**src/rtl/sigseg_pkg.sv**
```systemverilog
// ----------------------------------------------------------------------------
// Sorted index group segmenter: shared types and constants
// Record kinds, error codes, the queue entry built by the front end and the
// output record assembled by the back end.
// ----------------------------------------------------------------------------
package sigseg_pkg;

   localparam int FULL_SIZE_W = 21;
   localparam int GROUP_W     = 32;
   localparam int ROW_W       = 32;
   localparam int RSP_DATA_W  = 136;

   // Record kind, travels on tuser
   typedef enum logic [1:0] {
      KIND_ASSIGNED   = 2'd0,
      KIND_RANGE      = 2'd1,
      KIND_UNASSIGNED = 2'd2,
      KIND_ERROR      = 2'd3
   } rec_kind_type;

   typedef enum logic [2:0] {
      ERR_NONE         = 3'd0,
      ERR_ASG_UNSORTED = 3'd1,
      ERR_ASG_SPLIT    = 3'd2,
      ERR_UNA_UNSORTED = 3'd3,
      ERR_UNA_SPLIT    = 3'd4
   } err_code_type;

   // Record slots of one queue entry, in emission order
   localparam int SLOT_COUNT = 5;
   localparam logic [2:0] REC_RNG_A = 3'd0;
   localparam logic [2:0] REC_SLC_A = 3'd1;
   localparam logic [2:0] REC_RNG_B = 3'd2;
   localparam logic [2:0] REC_SLC_B = 3'd3;
   localparam logic [2:0] REC_PAD   = 3'd4;

   // One closed run: its slice and the empty range in front of it
   typedef struct packed {
      rec_kind_type              kind;
      err_code_type              err;
      logic signed [GROUP_W-1:0] value;
      logic [ROW_W-1:0]          offset;
      logic [ROW_W-1:0]          count;
      logic [GROUP_W-1:0]        rng_first;
   } slot_type;

   typedef struct packed {
      logic [SLOT_COUNT-1:0] mask;
      slot_type              slot_a;
      slot_type              slot_b;
      logic [GROUP_W-1:0]    pad_first;
      logic [GROUP_W-1:0]    pad_end;
      logic [ROW_W-1:0]      pad_offset;
      logic                  col_last;
   } entry_type;

   typedef struct packed {
      rec_kind_type       kind;
      logic [GROUP_W-1:0] first;
      logic [GROUP_W-1:0] group_end;
      logic [ROW_W-1:0]   offset;
      logic [ROW_W-1:0]   count;
      err_code_type       err;
      logic               last;
   } record_type;

endpackage

```
**src/rtl/sigseg_front.sv**
```systemverilog
// ----------------------------------------------------------------------------
// Segmenter front end
// Checks each row against the ordering rules, tracks the run in progress and,
// up to the first error, queues one entry per run close, error or column end.
// ----------------------------------------------------------------------------
module sigseg_front (
   input  logic                                  clock,
   input  logic                                  reset,
   input  logic [sigseg_pkg::FULL_SIZE_W-1:0]    full_size,
   input  logic                                  row_accept,
   input  logic [sigseg_pkg::GROUP_W-1:0]        index_value,
   input  logic                                  last_row,
   output logic                                  push,
   output sigseg_pkg::entry_type                 push_entry
);

   // Column state
   logic signed [31:0] run_value_ff, run_value_in;
   logic signed [31:0] highest_ff, highest_in;
   logic signed [31:0] lowest_ff, lowest_in;
   logic [31:0]        run_start_ff, run_start_in;
   logic [31:0]        row_ff, row_in;
   logic [31:0]        leg_ff, leg_in;
   logic               any_ff, any_in;
   logic               first_pending_ff, first_pending_in;
   logic               error_seen_ff, error_seen_in;

   logic signed [31:0]     v;
   logic                   assigned_v;
   sigseg_pkg::err_code_type err;
   logic                   change, close_a;
   logic signed [32:0]     nfg0, nfg1, nfg2, rv_ext, v_ext, end_grp;
   logic                   rng_a, rng_b, has_pad;
   logic [31:0]            leg1, leg2;
   logic                   any1, any2;
   logic [31:0]            rs1, row1;

   // Classify the row
   always_comb begin
      v          = signed'(index_value);
      assigned_v = !v[31];
      err        = sigseg_pkg::ERR_NONE;
      if (!first_pending_ff) begin
         if (assigned_v) begin
            if (highest_ff > v)
               err = sigseg_pkg::ERR_ASG_UNSORTED;
            else if (highest_ff == v && run_value_ff[31])
               err = sigseg_pkg::ERR_ASG_SPLIT;
         end else begin
            if (lowest_ff < v)
               err = sigseg_pkg::ERR_UNA_UNSORTED;
            else if (lowest_ff == v && !run_value_ff[31])
               err = sigseg_pkg::ERR_UNA_SPLIT;
         end
      end
   end

   // Work out the run closings and the free-group chain
   always_comb begin
      change  = first_pending_ff || (v != run_value_ff);
      close_a = !first_pending_ff && change;
      rv_ext  = {run_value_ff[31], run_value_ff};
      v_ext   = {v[31], v};

      nfg0  = any_ff ? signed'({1'b0, leg_ff} + 33'd1) : 33'sd0;
      rng_a = !run_value_ff[31] && (nfg0 <= rv_ext - 33'sd1);
      leg1  = (close_a && !run_value_ff[31]) ? run_value_ff : leg_ff;
      any1  = any_ff || (close_a && !run_value_ff[31]);

      rs1  = change ? row_ff : run_start_ff;
      row1 = row_ff + 32'd1;

      nfg1  = any1 ? signed'({1'b0, leg1} + 33'd1) : 33'sd0;
      rng_b = assigned_v && (nfg1 <= v_ext - 33'sd1);
      leg2  = assigned_v ? v : leg1;
      any2  = any1 || assigned_v;

      nfg2    = any2 ? signed'({1'b0, leg2} + 33'd1) : 33'sd0;
      end_grp = signed'({12'b0, full_size}) - 33'sd1;
      has_pad = (nfg2 <= end_grp);
   end

   // Build the queue entry
   always_comb begin
      push_entry.slot_a.kind      = run_value_ff[31] ? sigseg_pkg::KIND_UNASSIGNED
                                                     : sigseg_pkg::KIND_ASSIGNED;
      push_entry.slot_a.err       = sigseg_pkg::ERR_NONE;
      push_entry.slot_a.value     = run_value_ff;
      push_entry.slot_a.offset    = run_start_ff;
      push_entry.slot_a.count     = row_ff - run_start_ff;
      push_entry.slot_a.rng_first = nfg0[31:0];
      push_entry.pad_first        = nfg2[31:0];
      push_entry.pad_end          = end_grp[31:0];
      push_entry.pad_offset       = row1;
      if (err != sigseg_pkg::ERR_NONE) begin
         push_entry.slot_b.kind      = sigseg_pkg::KIND_ERROR;
         push_entry.slot_b.err       = err;
         push_entry.slot_b.value     = v;
         push_entry.slot_b.offset    = row_ff;
         push_entry.slot_b.count     = '0;
         push_entry.slot_b.rng_first = '0;
         push_entry.mask             = '0;
         push_entry.mask[sigseg_pkg::REC_SLC_B] = 1'b1;
         push_entry.col_last         = 1'b1;
      end else begin
         push_entry.slot_b.kind      = assigned_v ? sigseg_pkg::KIND_ASSIGNED
                                                  : sigseg_pkg::KIND_UNASSIGNED;
         push_entry.slot_b.err       = sigseg_pkg::ERR_NONE;
         push_entry.slot_b.value     = v;
         push_entry.slot_b.offset    = rs1;
         push_entry.slot_b.count     = row1 - rs1;
         push_entry.slot_b.rng_first = nfg1[31:0];
         push_entry.mask             = '0;
         push_entry.mask[sigseg_pkg::REC_RNG_A] = close_a && rng_a;
         push_entry.mask[sigseg_pkg::REC_SLC_A] = close_a;
         push_entry.mask[sigseg_pkg::REC_RNG_B] = last_row && rng_b;
         push_entry.mask[sigseg_pkg::REC_SLC_B] = last_row;
         push_entry.mask[sigseg_pkg::REC_PAD]   = last_row && has_pad;
         push_entry.col_last         = last_row;
      end
      push = row_accept && !error_seen_ff &&
             ((err != sigseg_pkg::ERR_NONE) || close_a || last_row);
   end

   // Advance the column state
   always_comb begin
      run_value_in     = run_value_ff;
      highest_in       = highest_ff;
      lowest_in        = lowest_ff;
      run_start_in     = run_start_ff;
      row_in           = row_ff;
      leg_in           = leg_ff;
      any_in           = any_ff;
      first_pending_in = first_pending_ff;
      error_seen_in    = error_seen_ff;
      if (row_accept) begin
         if (last_row) begin
            run_value_in     = '0;
            highest_in       = -32'sd1;
            lowest_in        = '0;
            run_start_in     = '0;
            row_in           = '0;
            leg_in           = '0;
            any_in           = 1'b0;
            first_pending_in = 1'b1;
            error_seen_in    = 1'b0;
         end else if (error_seen_ff) begin
            error_seen_in = 1'b1;
         end else if (err != sigseg_pkg::ERR_NONE) begin
            error_seen_in = 1'b1;
         end else begin
            run_value_in     = v;
            run_start_in     = rs1;
            row_in           = row1;
            leg_in           = leg1;
            any_in           = any1;
            first_pending_in = 1'b0;
            if (assigned_v)
               highest_in = v;
            else
               lowest_in = v;
         end
      end
   end

   always_ff @(posedge clock) begin
      if (reset) begin
         run_value_ff     <= '0;
         highest_ff       <= -32'sd1;
         lowest_ff        <= '0;
         run_start_ff     <= '0;
         row_ff           <= '0;
         leg_ff           <= '0;
         any_ff           <= 1'b0;
         first_pending_ff <= 1'b1;
         error_seen_ff    <= 1'b0;
      end else begin
         run_value_ff     <= run_value_in;
         highest_ff       <= highest_in;
         lowest_ff        <= lowest_in;
         run_start_ff     <= run_start_in;
         row_ff           <= row_in;
         leg_ff           <= leg_in;
         any_ff           <= any_in;
         first_pending_ff <= first_pending_in;
         error_seen_ff    <= error_seen_in;
      end
   end

endmodule

```
**src/rtl/sigseg_queue.sv**
```systemverilog
// ----------------------------------------------------------------------------
// Segmenter command queue
// Small circular buffer of entries between the front end and the back end.
// ----------------------------------------------------------------------------
module sigseg_queue #(
   parameter int DEPTH = 4
) (
   input  logic                  clock,
   input  logic                  reset,
   input  logic                  push,
   input  sigseg_pkg::entry_type push_entry,
   input  logic                  pop,
   output sigseg_pkg::entry_type head,
   output logic                  not_empty,
   output logic                  full
);

   localparam int PTR_W = (DEPTH > 1) ? $clog2(DEPTH) : 1;
   localparam int CNT_W = $clog2(DEPTH + 1);

   sigseg_pkg::entry_type store_ff [DEPTH];
   logic [PTR_W-1:0] wr_ff, wr_in, rd_ff, rd_in;
   logic [CNT_W-1:0] cnt_ff, cnt_in;

   assign head      = store_ff[rd_ff];
   assign not_empty = (cnt_ff != '0);
   assign full      = (cnt_ff == CNT_W'(DEPTH));

   // Advance pointers and fill count
   always_comb begin
      wr_in  = wr_ff;
      rd_in  = rd_ff;
      cnt_in = cnt_ff;
      if (push)
         wr_in = (wr_ff == PTR_W'(DEPTH - 1)) ? '0 : wr_ff + PTR_W'(1);
      if (pop)
         rd_in = (rd_ff == PTR_W'(DEPTH - 1)) ? '0 : rd_ff + PTR_W'(1);
      if (push && !pop)
         cnt_in = cnt_ff + CNT_W'(1);
      else if (pop && !push)
         cnt_in = cnt_ff - CNT_W'(1);
   end

   always_ff @(posedge clock) begin
      if (reset) begin
         wr_ff  <= '0;
         rd_ff  <= '0;
         cnt_ff <= '0;
      end else begin
         wr_ff  <= wr_in;
         rd_ff  <= rd_in;
         cnt_ff <= cnt_in;
      end
   end

   // Write the entry
   always_ff @(posedge clock) begin
      if (push)
         store_ff[wr_ff] <= push_entry;
   end

endmodule

```
**src/rtl/sigseg_back.sv**
```systemverilog
// ----------------------------------------------------------------------------
// Segmenter back end
// Expands each queue entry into its records, one word a cycle while the
// output is not stalled, into the output register.
// ----------------------------------------------------------------------------
module sigseg_back (
   input  logic                   clock,
   input  logic                   reset,
   input  sigseg_pkg::entry_type  head,
   input  logic                   head_valid,
   output logic                   pop,
   input  logic                   rsp_ready,
   output logic                   rsp_valid,
   output sigseg_pkg::record_type rsp_rec
);

   sigseg_pkg::entry_type  work_ff, cur;
   logic [sigseg_pkg::SLOT_COUNT-1:0] mask_ff, cur_mask, rest;
   logic                   use_head, out_free, emit;
   logic [2:0]             sel;
   sigseg_pkg::record_type rec, rsp_rec_ff;
   logic                   rsp_valid_ff;

   assign rsp_valid = rsp_valid_ff;
   assign rsp_rec   = rsp_rec_ff;

   // Pick the next record: the entry in work, or else the queue head
   always_comb begin
      use_head = (mask_ff == '0);
      cur      = use_head ? head : work_ff;
      cur_mask = use_head ? (head_valid ? head.mask : '0) : mask_ff;
      out_free = !rsp_valid_ff || rsp_ready;
      emit     = out_free && (cur_mask != '0);
      pop      = emit && use_head;
      sel      = sigseg_pkg::REC_PAD;
      for (int i = sigseg_pkg::SLOT_COUNT - 1; i >= 0; i--) begin
         if (cur_mask[i])
            sel = 3'(i);
      end
      rest = cur_mask & ~(sigseg_pkg::SLOT_COUNT'(1) << sel);
   end

   // Assemble the record fields
   always_comb begin
      rec.err   = sigseg_pkg::ERR_NONE;
      rec.count = '0;
      case (sel)
         sigseg_pkg::REC_RNG_A: begin
            rec.kind      = sigseg_pkg::KIND_RANGE;
            rec.first     = cur.slot_a.rng_first;
            rec.group_end = cur.slot_a.value - 32'sd1;
            rec.offset    = cur.slot_a.offset;
         end
         sigseg_pkg::REC_SLC_A: begin
            rec.kind      = cur.slot_a.kind;
            rec.first     = cur.slot_a.value;
            rec.group_end = cur.slot_a.value;
            rec.offset    = cur.slot_a.offset;
            rec.count     = cur.slot_a.count;
            rec.err       = cur.slot_a.err;
         end
         sigseg_pkg::REC_RNG_B: begin
            rec.kind      = sigseg_pkg::KIND_RANGE;
            rec.first     = cur.slot_b.rng_first;
            rec.group_end = cur.slot_b.value - 32'sd1;
            rec.offset    = cur.slot_b.offset;
         end
         sigseg_pkg::REC_SLC_B: begin
            rec.kind      = cur.slot_b.kind;
            rec.first     = cur.slot_b.value;
            rec.group_end = cur.slot_b.value;
            rec.offset    = cur.slot_b.offset;
            rec.count     = cur.slot_b.count;
            rec.err       = cur.slot_b.err;
         end
         default: begin
            rec.kind      = sigseg_pkg::KIND_RANGE;
            rec.first     = cur.pad_first;
            rec.group_end = cur.pad_end;
            rec.offset    = cur.pad_offset;
         end
      endcase
      rec.last = cur.col_last && (rest == '0);
   end

   // Control: pending slots and output valid
   always_ff @(posedge clock) begin
      if (reset) begin
         mask_ff      <= '0;
         rsp_valid_ff <= 1'b0;
      end else if (emit) begin
         mask_ff      <= rest;
         rsp_valid_ff <= 1'b1;
      end else if (rsp_ready) begin
         rsp_valid_ff <= 1'b0;
      end
   end

   // Payload: hold the entry in work and load the output word
   always_ff @(posedge clock) begin
      if (emit) begin
         work_ff    <= cur;
         rsp_rec_ff <= rec;
      end
   end

endmodule

```
**src/rtl/sorted_index_group_segmenter_core.sv**
```systemverilog
// ----------------------------------------------------------------------------
// Sorted index group segmenter core
// Cuts a column of signed group indices into assigned and unassigned slices,
// fills skipped groups with empty ranges and reports ordering errors.
// ----------------------------------------------------------------------------
// The block takes one row per cycle; a row only stalls when the entry queue
// between the front end and the back end (QUEUE_DEPTH entries) is full. A row
// that closes a run or ends the column makes one entry worth one to five
// records, and the back end drains them at one word per cycle while rsp_tready
// is high, through a registered output, so the record rate of the back end
// sets the sustained rate for columns with many short runs. Write full_size
// only between columns, while no records are outstanding. There is no
// clearing pass after reset.
module sorted_index_group_segmenter_core #(
   parameter int QUEUE_DEPTH = 4
) (
   input  logic                                clock,
   input  logic                                reset,
   // Configuration write: full_size
   input  logic                                csr_valid,
   output logic                                csr_ready,
   input  logic [sigseg_pkg::FULL_SIZE_W-1:0]  csr_data,
   // Row input
   input  logic                                req_tvalid,
   output logic                                req_tready,
   input  logic [31:0]                         req_tdata,   // index_value
   input  logic                                req_tlast,   // last_row
   // Record output
   output logic                                rsp_tvalid,
   input  logic                                rsp_tready,
   // group_first, group_end, row_offset, row_count, error_code, zero fill
   output logic [sigseg_pkg::RSP_DATA_W-1:0]   rsp_tdata,
   output logic [1:0]                          rsp_tuser,   // record_kind
   output logic                                rsp_tlast    // last_record
);

   logic [sigseg_pkg::FULL_SIZE_W-1:0] full_size_ff;
   logic                   row_accept, push, pop, q_not_empty, q_full;
   sigseg_pkg::entry_type  push_entry, head;
   sigseg_pkg::record_type rsp_rec;

   // Hold the group count register
   assign csr_ready = 1'b1;
   always_ff @(posedge clock) begin
      if (reset)
         full_size_ff <= '0;
      else if (csr_valid)
         full_size_ff <= csr_data;
   end

   assign req_tready = !q_full;
   assign row_accept = req_tvalid && req_tready;

   sigseg_front u_front (
      .clock       (clock),
      .reset       (reset),
      .full_size   (full_size_ff),
      .row_accept  (row_accept),
      .index_value (req_tdata),
      .last_row    (req_tlast),
      .push        (push),
      .push_entry  (push_entry)
   );

   sigseg_queue #(
      .DEPTH (QUEUE_DEPTH)
   ) u_queue (
      .clock      (clock),
      .reset      (reset),
      .push       (push),
      .push_entry (push_entry),
      .pop        (pop),
      .head       (head),
      .not_empty  (q_not_empty),
      .full       (q_full)
   );

   sigseg_back u_back (
      .clock      (clock),
      .reset      (reset),
      .head       (head),
      .head_valid (q_not_empty),
      .pop        (pop),
      .rsp_ready  (rsp_tready),
      .rsp_valid  (rsp_tvalid),
      .rsp_rec    (rsp_rec)
   );

   // Pack the output word
   assign rsp_tdata = {5'b0, 3'(rsp_rec.err), rsp_rec.count, rsp_rec.offset,
                       rsp_rec.group_end, rsp_rec.first};
   assign rsp_tuser = 2'(rsp_rec.kind);
   assign rsp_tlast = rsp_rec.last;

   // An error record always ends the column
   assert property (@(posedge clock) disable iff (reset)
      (rsp_tvalid && rsp_rec.kind == sigseg_pkg::KIND_ERROR) |-> rsp_rec.last)
      else $error("error record without last flag");

   // Empty ranges carry no rows and run forward
   assert property (@(posedge clock) disable iff (reset)
      (rsp_tvalid && rsp_rec.kind == sigseg_pkg::KIND_RANGE) |->
      (rsp_rec.count == '0 && signed'(rsp_rec.first) <= signed'(rsp_rec.group_end)))
      else $error("malformed empty range record");

   // Only error records carry an error code
   assert property (@(posedge clock) disable iff (reset)
      (rsp_tvalid && rsp_rec.kind != sigseg_pkg::KIND_ERROR) |->
      (rsp_rec.err == sigseg_pkg::ERR_NONE))
      else $error("error code on a non-error record");

   // No entry is written into a full queue
   assert property (@(posedge clock) disable iff (reset)
      push |-> !q_full)
      else $error("entry pushed into full queue");

endmodule
```
**config.mk**
```make
export PLATFORM = sky130hd
export DESIGN_NAME = sorted_index_group_segmenter_core
export DESIGN_NICKNAME = d
export VERILOG_FILES = /design/src/rtl/sigseg_pkg.sv /design/src/rtl/sigseg_front.sv /design/src/rtl/sigseg_queue.sv /design/src/rtl/sigseg_back.sv /design/src/rtl/sorted_index_group_segmenter_core.sv
export SDC_FILE = /design/constraint.sdc
export NUM_CORES = 2
export LEC_CHECK = 0
export ABC_AREA = 1
export BUFFER_PORTS_ARGS = -buffer_cell sky130_fd_sc_hd__buf_2
export CAP_MARGIN = 20
export CORE_ASPECT_RATIO = 1.75
export CORE_MARGIN = 8
export CORE_UTILIZATION = 30
export DETAILED_ROUTE_END_ITERATION = 6
export GPL_ROUTABILITY_DRIVEN = 0
export RECOVER_POWER = 25
export SLEW_MARGIN = 0
export SYNTH_ARGS = -nofsm -noshare
export SYNTH_HDL_FRONTEND = slang
export SYNTH_SLANG_ARGS = --single-unit
export TNS_END_PERCENT = 5
```
**constraint.sdc**
```tcl
create_clock -name clock -period 24.2 [get_ports clock]
set_clock_uncertainty 0.15 [all_clocks]
set_input_delay 2.42 -clock clock [delete_from_list [all_inputs] [get_ports clock]]
set_output_delay 2.42 -clock clock [all_outputs]
set_load 0.05 [all_outputs]
```
==> run metrics <==
f_max=75.3 MHz; Biggest register=u_queue.store_ff; Fin. Hold Viols=0; synthesized area per cell=9.97 µm²; most frequent cells in the layout=nand2_1, edfxtp_1, nor2_1; CTS buffer count=212; total gr overflow=0; Bufs on Longest Clock Path=4; area of the multi-input gates=32500 µm²; CTS tree=yes; Post-Route WL=344000 µm; max reg flops=1408; Vias/cell=5.20; root buf cell=clkbuf_16; post-route ant nets=1; first-pass GRT wire length=490000 µm; PD cells=149 nW/µm²; commonest non-fill, non-tap cell in the layout=nand2_1; post-synthesis sequential area ratio=62.2%; Cell Chain, Critical Path=clkinvlp_2 > clkbuf_1 > o21ai_0 > o22ai_1 > nand2_1 > nand2_2 > o21ai_1 > nand2_2 > clkinv_2 > nand2_1 > nand2_1 > inv_8 > buf_4 > buf_4 > buf_4; CTS sink cnt=2136; final period utilization=54.9%; critical-path maximum fanout=117; fillers=33.5k; Synth Instances=9963; Layout Nets=10.3k; Netlist Area Pre-Place=99400 µm²; I/O pins=201; PnR Total Power=16.6 mW; Synth area leader=edfxtp_1; FF/Latch Area=61800 µm²; buffers and inverters on the worst path=7; Worst setup EP type=register; Post-synth EDFFs=1905; Iter 0 DRT Violations=7474; H-tree depth=4; Via Count=75.6k; Cell Area, Placed=105000 µm²; cts hold-fix bufs=0; WL/cell=23.6 µm; Tot GR Track Use=18.6%; Area contributors post-synth=edfxtp_1, nand2_1, o21ai_0; failing checks=antenna violations, max-capacitance violations, max-slew violations; Die Y=777 µm; clk_lat worst skew=0.93 ns; RSZ-0062 raised after global routing=false; Max Cap Viol=15; first-pass detailed-route iteration total=7; largest net degree at the start of global routing=192; Port Buffer Count=194; Die W=451 µm; final setup violating endpoints=0; hold_sp=u_front.highest_ff[20]; vias in the first global route=72.2k; final instance area=112000 µm²; Post-DP HPWL=233000 µm; area delta synth->final=12.4%; status=finished with violations; DRC errors left=0; WP data required=24.57 ns; CP startpoint kind=register; post_cts resized=0; Leak=42.5 nW; CORE AREA=330000 µm²; asr flop ratio synth=0%; Hold Crit Class=reg -> reg; initial antenna violation count=26; critical path type=reg -> reg; WP data arrival=13.65 ns; Post-CTS Setup Bufs=0; Slew @ Worst Pin=4.30 ns; layout cell share with drive strength beyond 1=7.36%; max incr delay on CP=4.22 ns; CP max-delay cell=clkinvlp_2; CTS clk-pin slew, worst paths=0.06 ns; Slew Limit Fails=951; relative slew slack=-187%; FF+latch count, synth=2136; row cnt=279; Yosys top cell area share=57.6%; Initial Utilization=30.1%; Synth Flop Type=edfxtp_1; count of cell types in the netlist=63; Yosys warnings=0; Crit path max-delay family=buffers and inverters; VDD IR max=0.000125 V; setup TNS=0 ns; die area=351000 µm²; Min Clock Period, post-route=13.28 ns
[cell type report]
type	count	share of cell area, %
clock buffer	263	5.16
timing repair buffer	327	1.73
multi-input combinational	6536	29.1
clock inverter	123	1.15
sequential	2136	55.3
antenna	15	0.0336
inverter	782	2.65
tap	4355	4.88
[final timing paths]
path / cells past startpoint / end / slack [ns]
worst max-delay path: 15 / u_back.rsp_rec[70] / 10.92
worst min-delay path: 2 / u_front.highest_ff[20] / 0.31
worst max register to register: 15 / u_back.rsp_rec[70] / 10.92
worst min register to register: 2 / u_front.highest_ff[20] / 0.31
[worst min-delay path, stage by stage, from the launching register on]
cell	delay [ns]
dfxtp_1	0.31
nand2_1	0.06
nand2_1	0.04
[synthesized netlist by cell type (46+ instances only)]
master / instances
xnor2_1: 53
o22ai_1: 352
nand2_1: 2197
xor2_1: 124
nor3_1: 88
nand4_1: 119
inv_1: 749
edfxtp_1: 1905
a21oi_1: 246
buf_2: 82
nand3_1: 252
nor2_1: 1258
dfxtp_1: 231
o21ai_1: 46
clkbuf_1: 358
ha_1: 239
o21ai_0: 1192
[where the power goes]
| group | switching [mW] | total, mW | internal (mW) |
|---|---|---|---|
| Combinational | 5.70 | 7.25 | 1.56 |
| Clock | 1.45 | 3.38 | 1.92 |
| Sequential | 0.358 | 5.97 | 5.61 |
[metrics by stage]
step	worst slack, ns	hold WS (ns)	util, %	cells
final	10.92	0.307	33.9	14537
after global routing	10.15	0.317	33.9	14525
after CTS	15.97	0.306	33.9	14518
after detailed placement	15.05	0.293	31.8	14132
after global placement	15.04	0.288	31.7	14126
after floorplan	3.61	0.273	-	9967
[cell families (layout without fill, tap and decap cells)]
| family | Yosys count | in the layout | synth area share (%) |
|---|---|---|---|
| and+or+nand+nor | 4068 | 4068 | 16.6 |
| adders and majority gates | 242 | 242 | 3.07 |
| AOI/OAI and AO/OA | 2043 | 2043 | 11.3 |
| DFF | 2136 | 2136 | 62.2 |
| xor gates and xnor gates | 177 | 177 | 1.56 |
| other | 2 | 21 | 0.00756 |
| buffers and inverters | 1295 | 1495 | 5.21 |
[metal layers]
metal / vias up / track usage, % / wire, µm
li1: 34505 / - / -
met1: 36768 / 20.5 / 121000
met2: 3326 / 31.7 / 164000
met3: 1033 / 3.23 / 24300
met4: 14 / 14.7 / 33400
met5: - / 0 / 103
(Power assumes the default switching activity.)
